### config.mk
export PLATFORM = sky130hd
export DESIGN_NAME = nco_div
export DESIGN_NICKNAME = d
export VERILOG_FILES = /design/src/design/nco_pkg.sv /design/src/design/nco_div.sv
export SDC_FILE = /design/constraint.sdc
export NUM_CORES = 1
export LEC_CHECK = 0
export ABC_AREA = 1
export BUFFER_PORTS_ARGS = -buffer_cell sky130_fd_sc_hd__buf_4
export CAP_MARGIN = 30
export CORE_MARGIN = 1.5
export CORE_UTILIZATION = 60
export DETAILED_ROUTE_END_ITERATION = 6
export GPL_ROUTABILITY_DRIVEN = 1
export HOLD_SLACK_MARGIN = 0.06
export PLACE_DENSITY_LB_ADDON = 0.25
export SLEW_MARGIN = 20
export SYNTH_ARGS = -nofsm -noshare
export SYNTH_HDL_FRONTEND = slang
export SYNTH_SLANG_ARGS = --single-unit
### constraint.sdc
create_clock -name clock -period 3.2 [get_ports clock]
set_clock_uncertainty 0.15 [all_clocks]
set_input_delay 0.16 -clock clock [delete_from_list [all_inputs] [get_ports clock]]
set_output_delay 0.16 -clock clock [all_outputs]
set_load 0.005 [all_outputs]
### src/design/nco_pkg.sv
package nco_pkg;

   localparam int MaxIterations = 64;
   localparam int DataWidth = 32;
   localparam int StepWidth = 6;
   localparam int MinStepWidth = 31;
   localparam int LimitWidth = 7;
   localparam logic [30:0] MinStepReset = 31'd16777;
   localparam logic [6:0] LimitReset = 7'd64;
   localparam logic signed [31:0] QOne = 32'sd16777216;

   localparam logic [0:0] AddrMinStep = 1'b0;
   localparam logic [0:0] AddrLimit = 1'b1;

   // Operation codes for the shared multiplier.
   typedef enum logic [1:0] {
      MulRound = 2'd0,
      MulRaw = 2'd1
   } mul_op_type;

   function automatic logic signed [31:0] sat32(input logic signed [65:0] v);
      logic signed [31:0] r;
      begin
         if (v > 66'sd2147483647) begin
            r = 32'sh7fffffff;
         end else if (v < -66'sd2147483648) begin
            r = 32'sh80000000;
         end else begin
            r = v[31:0];
         end
         return r;
      end
   endfunction

endpackage

### src/design/nco_div.sv
// Restoring divider: magnitude * 2^24 / den, one quotient bit per cycle.
// Quotient is clipped at 2^32 which the caller saturates.
module nco_div (
   input  logic         clock,
   input  logic         reset,
   input  logic         start,
   input  logic [63:0]  mag,
   input  logic [63:0]  den,
   output logic         done,
   output logic [32:0]  quot
);
   import nco_pkg::*;

   logic [87:0] num_ff, num_in;
   logic [64:0] rem_ff, rem_in;
   logic [32:0] q_ff, q_in;
   logic [6:0]  cnt_ff, cnt_in;
   logic        busy_ff, busy_in;
   logic        done_ff, done_in;
   logic [64:0] trial;
   logic        sat_q;

   always_comb begin
      num_in = num_ff;
      rem_in = rem_ff;
      q_in = q_ff;
      cnt_in = cnt_ff;
      busy_in = busy_ff;
      done_in = 1'b0;
      trial = {rem_ff[63:0], num_ff[87]};
      sat_q = q_ff[32];
      if (start) begin
         num_in = {mag, 24'd0};
         rem_in = '0;
         q_in = '0;
         cnt_in = 7'd88;
         busy_in = 1'b1;
      end else if (busy_ff) begin
         num_in = {num_ff[86:0], 1'b0};
         if (!sat_q) begin
            if (trial >= {1'b0, den}) begin
               rem_in = trial - {1'b0, den};
               q_in = {q_ff[31:0], 1'b1};
            end else begin
               rem_in = trial;
               q_in = {q_ff[31:0], 1'b0};
            end
            // Once the quotient reaches 2^32 it saturates.
            if (q_ff[31]) begin
               q_in = 33'h1_0000_0000;
            end
         end
         cnt_in = cnt_ff - 7'd1;
         if (cnt_ff == 7'd1) begin
            busy_in = 1'b0;
            done_in = 1'b1;
         end
      end
   end

   always_ff @(posedge clock) begin
      if (reset) begin
         busy_ff <= 1'b0;
         done_ff <= 1'b0;
         cnt_ff <= '0;
      end else begin
         busy_ff <= busy_in;
         done_ff <= done_in;
         cnt_ff <= cnt_in;
      end
      num_ff <= num_in;
      rem_ff <= rem_in;
      q_ff <= q_in;
   end

   assign done = done_ff;
   assign quot = q_ff;
endmodule

Yosys cells after proc, flatten, opt, wreduce, memory -nomap -nowiden:

Index checks and enable logic that the tools add are counted.

* flip-flop bits (word level): 170
* bits in latches: 0
* bits in writable memories: 0
* ROM bits: 0
* output and inout bits: 34
* logic and storage cells: 30
* memories kept: 0

* add/sub/neg operators: 2
* multiply operators: 0
* divide/modulo/power cells: 0
* $lt $le $gt $ge: 1
* equality and inequality tests: 1
* shifts and indexed selects: 0
* mux-type cells: 12
* bitwise gates (word level): 2
* reductions and logical operators: 4

Operators by type and width (number)
* two-way mux 88 bit: 2
* two-way mux 33 bit: 2
* >= comparator 65 x 64 -> 1 bit: 1
* two-way mux 64 bit: 1
* subtractor 64 bit: 1
* two-way mux 7 bit: 2
* equality test 7 x 1 -> 1 bit, second input constant: 1
* subtractor 7 x 1 -> 7 bit, second input constant: 1
* two-way mux 1 bit: 5
* OR reduction 3 bit: 1
* NOT 1 bit: 2
* AND reduction 2 bit: 1
* nonzero test 2 bit: 1
* OR reduction 2 bit: 1

Depth between registers and ports, before layout:

* word-level depth: 4
* gate-level depth with buffers: 20
* gate-level depth less buffers: 18

Least setup slack after synthesis:

Ideal clock, no wire load.

* path type: input port to flip-flop
* start point: input start
* end point: register num_ff[24], enable pin
* setup time: 0.418 ns
* data arrival time: 2.069 ns
* path slack: 0.563 ns
* stages on the path: 4
* buffers on the path: 2
* cell sequence: clkbuf_1 clkbuf_1 nor2_1 inv_1

* cells in the longest elaborated chain, start to end: 1

RTL lines
* start: declaration: RTL line nco_div.sv:6 `input logic start,`
* nonzero test 2 bit (no line)
* end signal: assignment: RTL line nco_div.sv:71 `num_ff <= num_in;`
* end: declaration: RTL line nco_div.sv:14 `logic [87:0] num_ff, num_in;`

Every way passes these cells.
A chain may end at the register's enable or synchronous reset.

Worst setup path after layout:

* start point: register num_ff[87]
* end point: register rem_ff[52]

* cells in the longest elaborated chain, start to end: 2
* elaborated cells on any way between the ends: 3

RTL lines
* subtractor 64 bit or >= comparator 65 x 64 -> 1 bit (tied branches): RTL line nco_div.sv:42, nco_div.sv:41
* two-way mux 64 bit *: RTL line nco_div.sv:41 `if (trial >= {1'b0, den}) begin`
* end signal: assignment: RTL line nco_div.sv:72 `rem_ff <= rem_in;`
* end: declaration: RTL line nco_div.sv:15 `logic [64:0] rem_ff, rem_in;`

Every way passes the cells marked *; elsewhere a longest branch is shown, timed or not.

==> results.toml <==
[setup_path]
worstSetupStartpoint = "num_ff[87]"
crit_chain = "inv_1 -> ha_1 -> inv_1 -> fa_1 -> nand2_1 -> nand3_1 -> and2_1 -> nand4_1 -> nand3b_1 -> nand2_1 -> nand3_1 -> nand2_1 -> nand3_1 -> nand2_1 -> a21oi_1"
worst-path-max-fanout = 4
crit_path_top_delay_cell = "fa_1"
cpMostUsedCell = "nand2_1"
crit_required_ps = 3350
startpoint_type = "flop"
slowest_delay_ps = 410
path_delay_family = "simple AND/OR/NAND/NOR gates"
worstSetupPathDepth = 15
r2r_slack_ps = 420
r2r-end = "rem_ff[52]"
r2r_cells = 15
worstPathArrival_ps = 2940
crit_type = "flop to flop"
crit_path_end_kind = "flop"
cp-endpoint = "rem_ff[52]"
critPathBufInv = 2
reg2reg_from = "num_ff[87]"

[worst_hold_path]
hold_path_class = "primary input to flop"

[synth]
yosys.cell_types.count = 40
synth_top_area_share = 0.2594
synth.avg_cell_area_um2 = 6.090
synth_area_leaders = "nand2_1 (26%), dfxtp_1 (15%), edfxtp_1 (14%)"
ys.warnings.count = 0
ys_seq_elements = 170
syn_inst = 2272
syn-cell-area_um2 = 13840
async_flop_share = 0
syn-num-nets = 2470
seq_area_frac_synth = 0.2923
yosysTopAreaCell = "nand2_1"
ys.flop_type = "dfxtp_1"
yosysMostFrequentCell = "nand2_1"
synthTopCellsByCount = "nand2_1 (956), inv_1 (409), a21oi_1 (134), nand3_1 (120), nor2_1 (114)"
synth_edf_count = 64

[finish]
area_delta_synth_final_pct = 19.00
fillCellCount = 1887
nets = 2664
multi_input_area_um2 = 7820
seqCellArea_um2 = 4044
drive_gt1_frac = 0.1138
n_antenna_cell = 0

[clock_tree]
cts_buffer_depth = 2
insertion_delay_ps = 450
cts_tree = "built"
cts_resized = 0
root_buffer = "clkbuf_16"
cts_htree_levels = 4
numCtsBuffers = 17
clk_pin_slew_ps = 80
clock_sinks = 170

[detailed_routing]
drt_iter0_markers = 1523
dr_total_vias = 14930
routed_wl_um = 44360
ant_nets = 0
firstDrtPassIters = 6
via_per_inst = 5.401
route.detailed.drc = 0
routedWlPerCell_um = 16.05

[timing]
setup_violations = 0
worst_slack_ps = 415.3
rsz0062_at_grt = "no"
finalSetupTns_ps = 0
fmax_mhz = 359.1
tightest_slew_ps = 767.4
slew_headroom = 0.4884
period_minus_slack_ps = 2785
hold_viol = 0
drv_slew = 0
fin_crit_sh = 0.8702

[global_routing]
grt_max_degree = 141
antenna_found_initial = 0
grt_usage = 0.3716
grt_overflow_total = 0
grt_pass1_wl_um = 70550
grt_pass1_vias = 13810

[placement]
port_buffers = 164
gp_congestion = 1.030
hpwl_um = 31500
dpl_worst_slack_ps = 495.7

[die]
core-area_um2 = 22640
io_pins = 165
fp-row-count = 55
start_util = 0.6111
die_y_um = 154.9
die_area_um2 = 23980
dieWidth_um = 154.9

[flow_run]
drv_cap = 0

[power_and_ir_drop]
ir_drop_uv = 255.3
p_leak_nw = 8.844
power_density_nw_per_um2 = 325.4

[outcome]
status = "finished, final reports clean"
cell type report:
cell class                      instances  share of cell area
Tap cell                              285             0.02166
Sequential cell                       170              0.2456
Inverter                              421             0.09598
Timing Repair Buffer                  242              0.1243
Multi-Input combinational cell       1614              0.4750
Clock inverter                         14             0.01079
Clock buffer                           18             0.02667
cell families after synthesis:
group | share of synthesized area
simple gates | 0.4142
fa+ha+maj | 0.06113
xor+xnor | 0.01962
compound gates | 0.06900
buf+inv | 0.1438
flops | 0.2923
cell usage in the layout, fill, tap and decap left out, types with 7 or more instances in the layout:
master / n
nand3_1: 120
nand3b_1: 63
nor2_2: 10
buf_4: 170
o21ai_0: 17
nor2_4: 11
inv_2: 10
inv_1: 407
a21oi_2: 12
nand4_1: 17
o21bai_1: 7
xnor2_1: 29
nor2_1: 112
edfxtp_1: 64
nor3_1: 13
ha_1: 66
a21oi_1: 134
nand2_1: 955
clkbuf_16: 17
nand2_2: 13
dfxtp_1: 106
nand3_2: 13
dlygate4sd3_1: 67
worst min-delay path, stage by stage:
cell and delay [ps]:
buf_4 100, inv_1 50, ha_1 190, nand2_1 70, nand2_1 50, nand2_1 50, nand3_1 60, a21oi_1 50
metrics by stage:
stage                     area (um^2)  total power [mW]    util  hold WS [ps]  instances
after floorplan                 13840             2.841       -         79.07       2272
after global placement          15180             3.075  0.6704         215.2       2665
after detailed placement        15180             3.091  0.6704         217.1       2665
after CTS                       16460             5.329  0.7272         226.1       2764
after global routing            16460             5.510  0.7272         284.3       2764
final                           16460             5.357  0.7272         221.7       2764
timing repair:
item / 4_1_cts / 5_1_grt
hold buffers: 67 / 0
buffers inserted: 0 / 0
endpoints found under the hold margin: 95 / 0
worst min-delay path by stage:
stage          startpoint         end  slack, ps  cells after the start
6_report          den[36]  rem_ff[36]        220                      8
2_1_floorplan       reset     busy_ff         80                      1
3_5_place_dp        reset   cnt_ff[4]        220                      2
5_1_grt           den[19]  rem_ff[19]        280                      7
3_3_place_gp        reset   cnt_ff[3]        220                      2
4_1_cts           den[36]  rem_ff[36]        230                      8
registers in the layout, summed over array words and instances, names as in the netlist:
signal   count
num_ff      64
rem_ff      64
quot        33
cnt_ff       7
busy_ff      1
done         1
layer usage:
metal  up-vias  GRT usage  wire length (um)  part of all wire
met5         -          0                 0                 0
met4         0     0.1227              1480             0.033
met3       112    0.04847              3438             0.078
met1      6789     0.4981             18790              0.42
li1       7354          -                 -                 -
met2       674     0.6218             20650              0.47
report_power, final:
group / switching [mW] / total (mW) / internal, mW / leakage (nW)
Clock: 1.12 / 2.20 / 1.09 / 0.300
Sequential: 0.0382 / 2.39 / 2.36 / 1.51
Combinational: 0.448 / 0.757 / 0.309 / 7.03
Total: 1.60 / 5.36 / 3.75 / 8.84
No activity file was read; power rests on OpenSTA's default activity.
